--- src/hw/rtl/sks_pkg.sv ---
package sks_pkg;

  localparam int unsigned KEY_W = 64;
  localparam int unsigned TAG_W = 32;
  localparam int unsigned POS_W = 6;

  typedef struct packed {
    logic [KEY_W-1:0] sort_key;
    logic [TAG_W-1:0] location_tag;
    logic             segment_last;
  } in_word_t;

  typedef struct packed {
    logic [KEY_W-1:0] sorted_key;
    logic [TAG_W-1:0] sorted_tag;
    logic [POS_W-1:0] original_position;
    logic             result_last;
  } out_word_t;

  // One entry of the sorting chain.
  typedef struct packed {
    logic             valid;
    logic [KEY_W-1:0] code;
    logic [KEY_W-1:0] key;
    logic [TAG_W-1:0] tag;
    logic [POS_W-1:0] pos;
  } entry_t;

  // Map raw double bits to an unsigned code in numeric order; -0 folds to +0.
  function automatic logic [KEY_W-1:0] order_code(input logic [KEY_W-1:0] bits);
    logic [KEY_W-1:0] b;
    b = bits;
    if (b == {1'b1, {(KEY_W-1){1'b0}}}) b = '0;
    if (b[KEY_W-1]) return ~b;
    return b ^ {1'b1, {(KEY_W-1){1'b0}}};
  endfunction

endpackage

--- src/hw/rtl/sks_cell.sv ---
// One insertion cell. In insert mode it keeps the smaller of its entry and the
// incoming one (lower arrival position wins ties) and passes the other on. In
// shift mode it takes its left neighbor's entry, and clear empties the cell.
module sks_cell (
  input  logic            clk,
  input  logic            rst,
  input  logic            insert,
  input  logic            shift,
  input  logic            clear,
  input  sks_pkg::entry_t pass_in,
  input  sks_pkg::entry_t left_in,
  output sks_pkg::entry_t pass_out,
  output sks_pkg::entry_t held
);
  sks_pkg::entry_t cur;
  sks_pkg::entry_t fwd;
  logic            take;

  assign held = cur;

  always_comb begin
    // Displaced words can overtake newer ones, so break ties by arrival position.
    take = pass_in.valid && (!cur.valid || (pass_in.code < cur.code) ||
           ((pass_in.code == cur.code) && (pass_in.pos < cur.pos)));
  end

  always_ff @(posedge clk) begin
    if (rst) begin
      cur.valid <= 1'b0;
      fwd.valid <= 1'b0;
    end else if (clear) begin
      cur.valid <= 1'b0;
      fwd.valid <= 1'b0;
    end else if (shift) begin
      cur <= left_in;
      fwd.valid <= 1'b0;
    end else if (insert) begin
      if (take) begin
        cur <= pass_in;
        fwd <= cur;
      end else begin
        fwd <= pass_in;
      end
    end
  end

  assign pass_out = fwd;
endmodule

--- config.mk ---
export PLATFORM = sky130hd
export DESIGN_NAME = sks_cell
export DESIGN_NICKNAME = d
export VERILOG_FILES = /design/src/hw/rtl/sks_pkg.sv /design/src/hw/rtl/sks_cell.sv
export SDC_FILE = /design/constraint.sdc
export NUM_CORES = 1
export LEC_CHECK = 0
export BUFFER_PORTS_ARGS = -buffer_cell sky130_fd_sc_hd__buf_2
export CELL_PAD_IN_SITES_DETAIL_PLACEMENT = 1
export CELL_PAD_IN_SITES_GLOBAL_PLACEMENT = 1
export CORE_AREA = 2 2 263 265
export DETAILED_ROUTE_END_ITERATION = 10
export DIE_AREA = 0 0 265 267
export PLACE_DENSITY_LB_ADDON = 0.15
export SLEW_MARGIN = 0
export SYNTH_ARGS = -nofsm -noshare
export SYNTH_HDL_FRONTEND = slang
export SYNTH_SLANG_ARGS = --single-unit
--- constraint.sdc ---
create_clock -name clk -period 24 [get_ports clk]
set_clock_uncertainty 0.1 [all_clocks]
set_input_delay 3.6 -clock clk [delete_from_list [all_inputs] [get_ports clk]]
set_output_delay 3.6 -clock clk [all_outputs]
set_load 0.005 [all_outputs]
### Word level (Yosys, flattened, before mapping)

Cells that the tools add are included.

| operators by class | value |
|---|---|
| add/sub/neg operators | 0 |
| multipliers | 0 |
| div/mod/pow operators | 0 |
| magnitude comparators | 2 |
| eq/ne operators | 1 |
| shifts and indexed selects | 0 |
| mux-type cells | 4 |
| bitwise gates (word level) | 3 |
| reduce and logical (&&, ||, !) cells | 12 |

Operators by type and width:

| cell | number |
|---|---|
| 2-to-1 mux 167 bit | 4 |
| == test 64 bit | 1 |
| < comparator 64 bit | 1 |
| AND reduction 4 bit | 2 |
| < comparator 6 bit | 1 |
| nonzero test 2 bit | 2 |
| inverter 1 bit | 3 |
| OR reduction 3 bit | 1 |
| logical AND 1 bit | 2 |
| logical OR 1 bit | 2 |
| AND reduction 2 bit | 1 |
| OR reduction 2 bit | 1 |
| zero test 1 bit | 1 |

| storage, ports and cells | value |
|---|---|
| register bits after elaboration | 334 |
| latch bits | 0 |
| RAM bits | 0 |
| ROM bits | 0 |
| input port bits | 339 |
| output and inout port bits | 334 |
| memories kept | 0 |

### Depth between registers and ports, before layout

Gate-level depths: netlist of run 1.

| depth | value |
|---|---|
| depth after elaboration | 7 |
| mapped depth | 11 |
| depth with buffers taken out | 9 |

### Worst setup path before layout of run 1

No wires, ideal clock.

| timing path | value |
|---|---|
| path kind | input port to flip-flop |
| start | in shift |
| end | reg fwd (netlist bit pass_out[0]), enable pin |
| arrival | 21063 ps |
| required time | 22736 ps |
| setup slack | 1673 ps |
| stages on the path | 3 |
| path through | clkbuf_1 > clkbuf_1 > nor4b_1 |

| between the ends | value |
|---|---|
| word-level cells in the longest chain between the ends | 2 |

Ends and longest elaborated chain:

| item | line | source |
|---|---|---|
| start: declaration | sks_cell.sv:8 | `input logic shift,` |
| inverter 1 bit (no line) | -- |  |
| AND reduction 4 bit (no line) | -- |  |
| end signal: assignment | sks_cell.sv:40 | `fwd <= cur;` |
| end signal: assignment | sks_cell.sv:42 | `fwd <= pass_in;` |
| end: declaration | sks_cell.sv:16 | `sks_pkg::entry_t fwd;` |

No other way between the ends.
A chain may end at the register's enable or synchronous reset.

### Worst setup path after layout of run 1

| timing path | value |
|---|---|
| start | in pass_in[149] (netlist bit) |
| end | reg fwd (netlist bit pass_out[8]), data pin |

| between the ends | value |
|---|---|
| word-level cells in the longest chain between the ends | 5 |

Ends and longest elaborated chain:

| item | line | source |
|---|---|---|
| start: declaration | sks_cell.sv:10 | `input sks_pkg::entry_t pass_in,` |
| < comparator 64 bit or == test 64 bit (tied branches) | sks_cell.sv:23, sks_cell.sv:24 |  |
| logical OR 1 bit or logical AND 1 bit (tied branches) | sks_cell.sv:23, sks_cell.sv:24 |  |
| logical OR 1 bit (*) | sks_cell.sv:23 | `take = pass_in.valid && (!cur.valid \|\| (pass_in.code < cur.code) \|\|` |
| logical AND 1 bit (*) | sks_cell.sv:23 |  |
| 2-to-1 mux 167 bit (*) | sks_cell.sv:38 | `if (take) begin` |

Every way passes the cells marked *; elsewhere a longest branch is shown, timed or not.

==> results.sh, run 1 <==
export IMPL_status="finished, final reports clean"
export IMPL_cts_tree="done"
export IMPL_fin_crit_ns=7.64
export IMPL_grt_antenna_before_repair=34
export IMPL_die_h_um=267
export IMPL_finalWirelength_um=62300
export IMPL_htreeDepth=2
export IMPL_cp_slowest_stage_delay_ns=0.93
export IMPL_worst_path_max_delay_cell="buf_4"
export IMPL_rows=96
export IMPL_place_gp_congestion=0.827
export IMPL_synth_cell_type_count=37
export IMPL_clockBufferDepth=3
export IMPL_drtIter0Drc=483
export IMPL_post_cts_buffers=0
export IMPL_placed_cell_area_um2=20700
export IMPL_crit_type="in2reg"
export IMPL_layout_drive_gt1_share=0.635
export IMPL_period_share=0.318
export IMPL_vias_per_cell=4.34
export IMPL_synth_flop_cell="edfxtp_1"
export IMPL_crit_fanout=116
export IMPL_slew_headroom=0.224
export IMPL_synth_xor_area_frac=0
export IMPL_path_buf_inv=3
export IMPL_io_pins=673
export IMPL_required_ns=24.21
export IMPL_nNetsFinal=2067
export IMPL_hold_path_class="reg2reg"
export IMPL_drtAntennaViolNets=0
export IMPL_final_core_util=0.325
export IMPL_grt_pass1_wl_um=87400
export IMPL_worst_slew_pin_slew_ns=1.16
export IMPL_worstSetupStartpointType="input port"
export IMPL_path_delay_family="buffers and inverters"
export IMPL_ys_seq_area_frac=0.611
export IMPL_hold_viol_final=0
export IMPL_synth_seq_cells=334
export IMPL_synth_area_um2=16400
export IMPL_synth_edf_count=332
export IMPL_ctsHoldBuffers=0
export IMPL_synth_mux_area_frac=0.260
export IMPL_synth_top_area_frac=0.608
export IMPL_clkSinkCount=334
export IMPL_die_w_um=265
export IMPL_power_mw=1.51
export IMPL_cts_resized_gates=0
export IMPL_yosysWarningCount=0
export IMPL_die_area_um2=70800
export IMPL_ys_top_cells_by_area="edfxtp_1 61%, mux2_2 13%, mux2_4 13%"
export IMPL_initial_core_util=0.241
export IMPL_dr_pass1_iters=6
export IMPL_yosys_area_share_simple=0.0216
export IMPL_clock_insertion_delay_worst_skew_ns=0.56
export IMPL_max_freq_ghz=0.131
export IMPL_synth_fp_nets=1375
export IMPL_yosysMostFrequentCell="edfxtp_1"
export IMPL_async_flop_share=0
export IMPL_port_buffers=672
export IMPL_grtUsageTotal=0.170
export IMPL_grt_pass1_vias=12000
export IMPL_p_leak_nw=9.41
export IMPL_core_area_um2=68000
export IMPL_maxCapViolCount=0
export IMPL_grt_overflow_total=0
export IMPL_synth_compound_area_frac=0.0234
export IMPL_synth_fa_ha_area_frac=0.0527
export IMPL_power_density_nw_per_um2=68.2
export IMPL_drc=0
export IMPL_post_dp_hpwl_um=47400
export IMPL_maxSlewViolCount=0
export IMPL_areaGrowthSynthToFinish_pct=34.9
export IMPL_crit_path_frequent_cell="nand4_1"
export IMPL_setup_viol=0
export IMPL_postSynthCellCount=967
export IMPL_crit_arrival_ns=7.85
export IMPL_clk_pin_slew_ns=0.06
export IMPL_ir_drop_mv=0.0440
export IMPL_endpoint_kind="register"
export IMPL_synth_avg_cell_area_um2=16.9
export IMPL_rsz0062_at_grt="false"
export IMPL_final_area_um2=22100
export IMPL_yosys_area_top_type="edfxtp_1"
export IMPL_route_vias_total=11200
export IMPL_wl_per_cell_um=24.1
export IMPL_yosys_top_cells_count="332 x edfxtp_1, 191 x mux2_2, 140 x mux2_4"
export IMPL_cts_root_buf="clkbuf_16"
export IMPL_path_cells="buf_2, ha_1, nand4_1, nor4_2, nand4_1, a31oi_1, nor3b_1, a22oi_4, buf_12, buf_4, mux2_2"
export IMPL_grt_start_max_net_pins=117
export IMPL_cts_buffers=44
export IMPL_setup_tns_final_ns=0
export IMPL_synth_top_family_by_area="multiplexers"
export IMPL_n_fill_cell=7378
-- stage by stage --
| step | std cells | setup WS [ns] | hold WS, ns |
|---|---|---|---|
| floorplan | 967 | 1.67 | 0.478 |
| global placement | 2495 | 15.63 | 0.454 |
| detailed placement | 2495 | 15.55 | 0.462 |
| CTS | 2574 | 16.15 | 0.476 |
| global route | 2578 | 16.01 | 0.490 |
| finish | 2587 | 16.36 | 0.470 |
-- where the power goes --
part           switching (mW)  leakage (nW)  internal, mW
logic                  0.0860          5.70         0.101
clock network           0.262         0.653         0.381
registers             0.00861          3.06         0.669
-- placed cells by master, fill, tap and decap left out, types with 2 or more instances in the layout --
master	count
a211oi_1	4
mux2_2	191
o21ai_0	10
a21o_1	3
clkbuf_1	16
clkbuf_16	44
edfxtp_1	332
nor3_1	5
nor2b_1	2
nand4_1	13
bufinv_16	4
nand3_1	6
nor4_1	2
nor4_2	2
nand2_1	23
a21oi_1	30
buf_4	10
o21a_1	2
buf_2	671
inv_1	70
nor2_1	6
a31oi_1	2
a221oi_1	3
ha_1	69
dfxtp_1	2
clkinv_1	10
diode_2	13
inv_6	2
mux2_4	140
-- sequential cells by signal, summed over array words and instances (netlist names) --
name / count
pass_out: 167
held: 167
-- cell families (layout without fill, tap and decap cells) --
family                     count (synthesis)  in the layout
other                                      0             13
buffers and inverters                    107            832
and+or+nand+nor                           65             65
AOI/OAI and AO/OA                         61             61
DFF                                      334            334
muxes                                    331            331
adders and majority gates                 69             69
-- layer usage --
layer | wire length (um) | global-route usage | part of all wire
met1 | 22300 | 0.177 | 0.36
met2 | 31700 | 0.303 | 0.51
met3 | 6910 | 0.0899 | 0.11
met4 | 1000 | 0.0334 | 0.016
met5 | 257 | 0 | 0.0041
-- final timing paths --
kind	start	end	slack [ns]	cells after the start
worst max register to register	held[147]	pass_out[8]	19.09	11
worst min-delay path	held[12]	pass_out[12]	0.47	1
worst min register to register	held[12]	pass_out[12]	0.47	1
worst max-delay path	pass_in[149]	pass_out[8]	16.36	11
-- layout make-up --
cell class	instances	area, um^2	share of cell area
clock inverter	19	204	0.00923
timing repair buffer	683	3470	0.157
inverter	70	263	0.0119
antenna	13	32.5	0.00147
sequential	334	10000	0.453
clock buffer	60	1160	0.0525
multi-input combinational	526	5870	0.265
tap	882	1100	0.0499
-- worst reg2reg max path, delay by kind of cell (launching register included) --
family | cells | cell delay, ns
buffers and inverters | 3 | 1.69
AND/OR/NAND/NOR | 4 | 1.16
multiplexers | 1 | 0.52
AO/OA/AOI/OAI | 2 | 0.49
flip-flops | 1 | 0.40
adder cells (fa/ha/maj) | 1 | 0.29
Note: power is estimated with default switching activity, not from simulation.
==> run 2: changes to the inputs <==
Settings changed: ABC_AREA from default to 1, CORE_AREA 2 2 263 265 to 2 2 262 264, DIE_AREA 0 0 265 267 to 0 0 264 266.
Clock period 24 ns to 7.45 ns, I/O delays scaled along.
==> results.sh, run 2 <==
export IMPL_status="finished, final reports clean"
export IMPL_required_ns=7.54
export IMPL_final_cells=3150
export IMPL_htreeDepth=2
export IMPL_ir_drop_mv=0.156
export IMPL_grt_pass1_wl_um=95000
export IMPL_synth_seq_cells=334
export IMPL_nNetsFinal=2638
export IMPL_placed_cell_area_um2=20100
export IMPL_worstSetupStartpointType="input port"
export IMPL_synth_top_area_frac=0.628
export IMPL_wl_per_cell_um=20.8
export IMPL_setup_tns_final_ns=0
export IMPL_grt_overflow_total=0
export IMPL_crit_type="in2reg"
export IMPL_rsz0062_at_grt="false"
export IMPL_p_leak_nw=9.84
export IMPL_synth_edf_count=332
export IMPL_layout_drive_gt1_share=0.334
export IMPL_worst_slew_pin_slew_ns=0.966
export IMPL_synth_fp_nets=1981
export IMPL_route_vias_total=13600
export IMPL_crit_arrival_ns=4.09
export IMPL_n_fill_cell=8043
export IMPL_ys_top_cells_by_area="edfxtp_1 63%, nand2_1 11%, ha_1 5.4%"
export IMPL_yosys_top_cells_count="460 x nand2_1, 332 x edfxtp_1, 192 x inv_1"
export IMPL_setup_viol=0
export IMPL_cts_resized_gates=0
export IMPL_core_area_um2=67700
export IMPL_clkSinkCount=334
export IMPL_drtIter0Drc=644
export IMPL_grt_start_max_net_pins=149
export IMPL_die_h_um=266
export IMPL_ctsHoldBuffers=0
export IMPL_crit_fanout=40
export IMPL_clock_insertion_delay_worst_skew_ns=0.56
export IMPL_maxCapViolCount=0
export IMPL_post_dp_hpwl_um=49700
export IMPL_slew_headroom=0.356
export IMPL_die_area_um2=70200
export IMPL_areaGrowthSynthToFinish_pct=34.5
export IMPL_final_area_um2=21300
export IMPL_clockBufferDepth=3
export IMPL_synth_flop_cell="edfxtp_1"
export IMPL_worst_hold_slack_ns=0.377
export IMPL_layout_commonest_cell="buf_2"
export IMPL_endpoint_kind="register"
export IMPL_dr_pass1_iters=5
export IMPL_async_flop_share=0
export IMPL_drtAntennaViolNets=0
export IMPL_grtUsageTotal=0.180
export IMPL_dp_slack_ns=2.67
export IMPL_hold_viol_final=0
export IMPL_fin_crit_ns=4.00
export IMPL_grt_pass1_vias=14400
export IMPL_initial_core_util=0.234
export IMPL_place_inst=3067
export IMPL_synth_area_um2=15900
export IMPL_post_cts_buffers=0
export IMPL_setup_ws_ns=3.45
export IMPL_mostFrequentLayoutCells="671 x buf_2, 460 x nand2_1, 332 x edfxtp_1"
export IMPL_port_buffers=672
export IMPL_cts_tree="done"
export IMPL_finalWirelength_um=65400
export IMPL_yosysMostFrequentCell="nand2_1"
export IMPL_grt_antenna_before_repair=28
export IMPL_drc=0
export IMPL_hold_path_class="reg2reg"
export IMPL_vias_per_cell=4.33
export IMPL_period_share=0.537
export IMPL_yosys_area_top_type="edfxtp_1"
export IMPL_power_density_nw_per_um2=214
export IMPL_max_freq_ghz=0.250
export IMPL_final_core_util=0.315
export IMPL_maxSlewViolCount=0
export IMPL_yosysWarningCount=0
export IMPL_cts_root_buf="clkbuf_16"
export IMPL_synth_cell_type_count=28
export IMPL_die_w_um=264
export IMPL_synth_avg_cell_area_um2=10.1
export IMPL_cts_buffers=43
export IMPL_io_pins=673
export IMPL_power_mw=4.57
export IMPL_ys_seq_area_frac=0.630
export IMPL_postSynthCellCount=1573
export IMPL_place_gp_congestion=0.864
export IMPL_clk_pin_slew_ns=0.06
export IMPL_rows=96
-- run 2: changes by cell type in the layout (fill, tap and decap cells not counted), sizes merged, moves of 7 or more --
cell	previous run	this run
nor2	6	127
inv	72	193
clkbuf	61	54
a21oi	30	126
mux2	331	0
nand4	14	1
o21ai	10	171
nand2	23	461
-- run 2: per-layer routing --
layer  global-route usage  share of wire
met5                    0         0.0037
met4               0.0378          0.019
met3               0.0742          0.093
met2                0.321           0.50
met1                0.201           0.39
-- run 2: cells by family after synthesis --
| kind of cell | count (synthesis) | synth area share |
|---|---|---|
| AND/OR/NAND/NOR | 601 | 0.145 |
| flip-flops | 334 | 0.630 |
| AO/OA/AOI/OAI | 304 | 0.0993 |
| buffers and inverters | 265 | 0.0711 |
| adder cells (fa/ha/maj) | 69 | 0.0544 |
-- run 2: path summary, 6_finish.rpt --
check | startpoint | to | slack (ns) | cells past startpoint
setup / recovery | pass_in[133] | held[100] | 3.45 | 12
hold / removal | pass_out[166] | pass_out[166] | 0.38 | 2
setup reg to reg | held[129] | held[100] | 3.70 | 12
hold reg to reg | pass_out[166] | pass_out[166] | 0.38 | 2
-- run 2: report_power, final --
group	internal, mW	leakage, nW	switching, mW
sequential	2.15	3.07	0.0233
clock	1.06	0.591	0.839
combinational	0.193	6.18	0.309
-- run 2: worst max-delay path, stage by stage --
cell and delay [ns]:
buf_2 0.12, ha_1 0.30, nand2_1 0.07, nor2_2 0.12, and2_1 0.16, nand3_2 0.12
nor4_1 0.33, nand3_1 0.15, nand3_2 0.16, nand3_1 0.15, a21oi_4 0.61, buf_4 0.60
-- run 2: final cells by class --
class | count | area (um^2) | area share
Antenna cell | 10 | 25.0 | 0.00117
Clock buffer | 53 | 1110 | 0.0522
Clock inverter | 20 | 118 | 0.00551
Inverter | 193 | 724 | 0.0339
Multi-Input combinational cell | 974 | 4770 | 0.223
Sequential cell | 334 | 10000 | 0.469
Tap cell | 882 | 1100 | 0.0517
Timing Repair Buffer | 684 | 3490 | 0.163
==> run 3: changes to the inputs <==
Clock period 7.45 ns to 4.1 ns, I/O delays scaled along.
==> results.sh, run 3 (same netlist as run 2, synthesis figures left out) <==
export IMPL_status="finished, final reports clean"
export IMPL_nNetsFinal=2643
export IMPL_maxSlewViolCount=0
export IMPL_io_pins=673
export IMPL_hold_viol_final=0
export IMPL_die_area_um2=70200
export IMPL_mostFrequentLayoutCells="671 x buf_2, 459 x nand2_1, 332 x edfxtp_1"
export IMPL_port_buffers=672
export IMPL_wl_per_cell_um=20.8
export IMPL_max_freq_ghz=0.319
export IMPL_cts_buffers=44
export IMPL_die_h_um=266
export IMPL_final_core_util=0.321
export IMPL_route_vias_total=13600
export IMPL_period_share=0.764
export IMPL_cts_tree="done"
export IMPL_rrSetupSlack_ns=0.97
export IMPL_grt_start_max_net_pins=194
export IMPL_hold_path_class="in2reg"
export IMPL_power_density_nw_per_um2=399
export IMPL_vias_per_cell=4.31
export IMPL_ir_drop_mv=0.271
export IMPL_hp_start="left_in[20]"
export IMPL_cts_root_buf="clkbuf_16"
export IMPL_endpoint_kind="register"
export IMPL_drtIter0Drc=785
export IMPL_rsz0062_at_grt="false"
export IMPL_rr_worst_depth=11
export IMPL_r2r_start="held[157]"
export IMPL_clockBufferDepth=3
export IMPL_clock_insertion_delay_worst_skew_ns=0.58
export IMPL_worstSetupStartpointType="register"
export IMPL_required_ns=4.21
export IMPL_drtAntennaViolNets=0
export IMPL_crit_fanout=81
export IMPL_p_leak_nw=9.96
export IMPL_setup_tns_final_ns=0
export IMPL_slew_headroom=0.367
export IMPL_drc=0
export IMPL_ctsHoldBuffers=0
export IMPL_grt_antenna_before_repair=18
export IMPL_layout_commonest_cell="buf_2"
export IMPL_grtUsageTotal=0.181
export IMPL_final_cells=3156
export IMPL_crit_type="reg2reg"
export IMPL_power_mw=8.68
export IMPL_worst_slew_pin_slew_ns=0.949
export IMPL_grt_pass1_vias=14200
export IMPL_fin_crit_ns=3.13
export IMPL_die_w_um=264
export IMPL_r2r_end="held[65]"
export IMPL_maxCapViolCount=0
export IMPL_htreeDepth=2
export IMPL_grt_pass1_wl_um=94800
export IMPL_setup_viol=0
export IMPL_areaGrowthSynthToFinish_pct=36.9
export IMPL_initial_core_util=0.234
export IMPL_clkSinkCount=334
export IMPL_post_cts_buffers=0
export IMPL_finalWirelength_um=65700
export IMPL_rows=96
export IMPL_cts_resized_gates=0
export IMPL_place_gp_congestion=0.853
export IMPL_crit_arrival_ns=3.24
export IMPL_holdPathStages=3
export IMPL_layout_drive_gt1_share=0.339
export IMPL_core_area_um2=67700
export IMPL_n_fill_cell=7944
export IMPL_place_inst=3071
export IMPL_clk_pin_slew_ns=0.06
export IMPL_dr_pass1_iters=4
export IMPL_holdPathEnd="held[20]"
export IMPL_post_dp_hpwl_um=50600
export IMPL_grt_overflow_total=0
run 3: area by class of cell:
| class | instances | area [um^2] | share of cell area |
|---|---|---|---|
| multi-input combinational | 974 | 4890 | 0.225 |
| timing repair buffer | 688 | 3630 | 0.167 |
| tap | 882 | 1100 | 0.0508 |
| antenna | 8 | 20.0 | 0.000921 |
| clock buffer | 62 | 1190 | 0.0547 |
| sequential | 334 | 10000 | 0.460 |
| clock inverter | 15 | 171 | 0.00789 |
| inverter | 193 | 724 | 0.0333 |
run 3: worst max path at each step:
stage,slack [ns],from,end,cells past startpoint
finish,0.97,held[157],held[65],11
detailed placement,0.55,pass_in[157],held[59],11
floorplan,-0.87,pass_in[133],held[0],10
global placement,0.54,pass_in[153],held[66],14
CTS,0.83,held[157],held[159],11
global route,0.72,held[149],pass_out[139],14
run 3: per-layer routing:
layer | vias to the layer above | part of all wire | track usage
met5 | - | 0.0018 | 0
met4 | 20 | 0.024 | 0.0542
met3 | 95 | 0.089 | 0.0678
met2 | 457 | 0.50 | 0.316
met1 | 6449 | 0.39 | 0.206
li1 | 6566 | - | -
run 3: through the flow:
step	hold WS (ns)	area (um^2)	setup WS, ns
after floorplan	0.360	16000	-0.872
after global placement	0.361	20400	0.543
after detailed placement	0.371	20400	0.551
after CTS	0.164	21700	0.832
after global routing	0.204	21700	0.721
final	0.216	21700	0.969
run 3: where the power goes:
part | switching [mW] | total (mW) | internal, mW
Combinational | 0.586 | 0.957 | 0.371
Clock | 1.56 | 3.77 | 2.21
Sequential | 0.0449 | 3.95 | 3.91
run 3: critical path: stages (launching register included):
cell,delay (ns)
edfxtp_1,0.41
inv_1,0.11
ha_1,0.25
a21o_1,0.18
nor2_1,0.11
nand2_1,0.06
a21oi_1,0.31
nand4_1,0.16
nand3_2,0.16
nand3_2,0.12
a21oi_4,0.23
buf_12,0.35
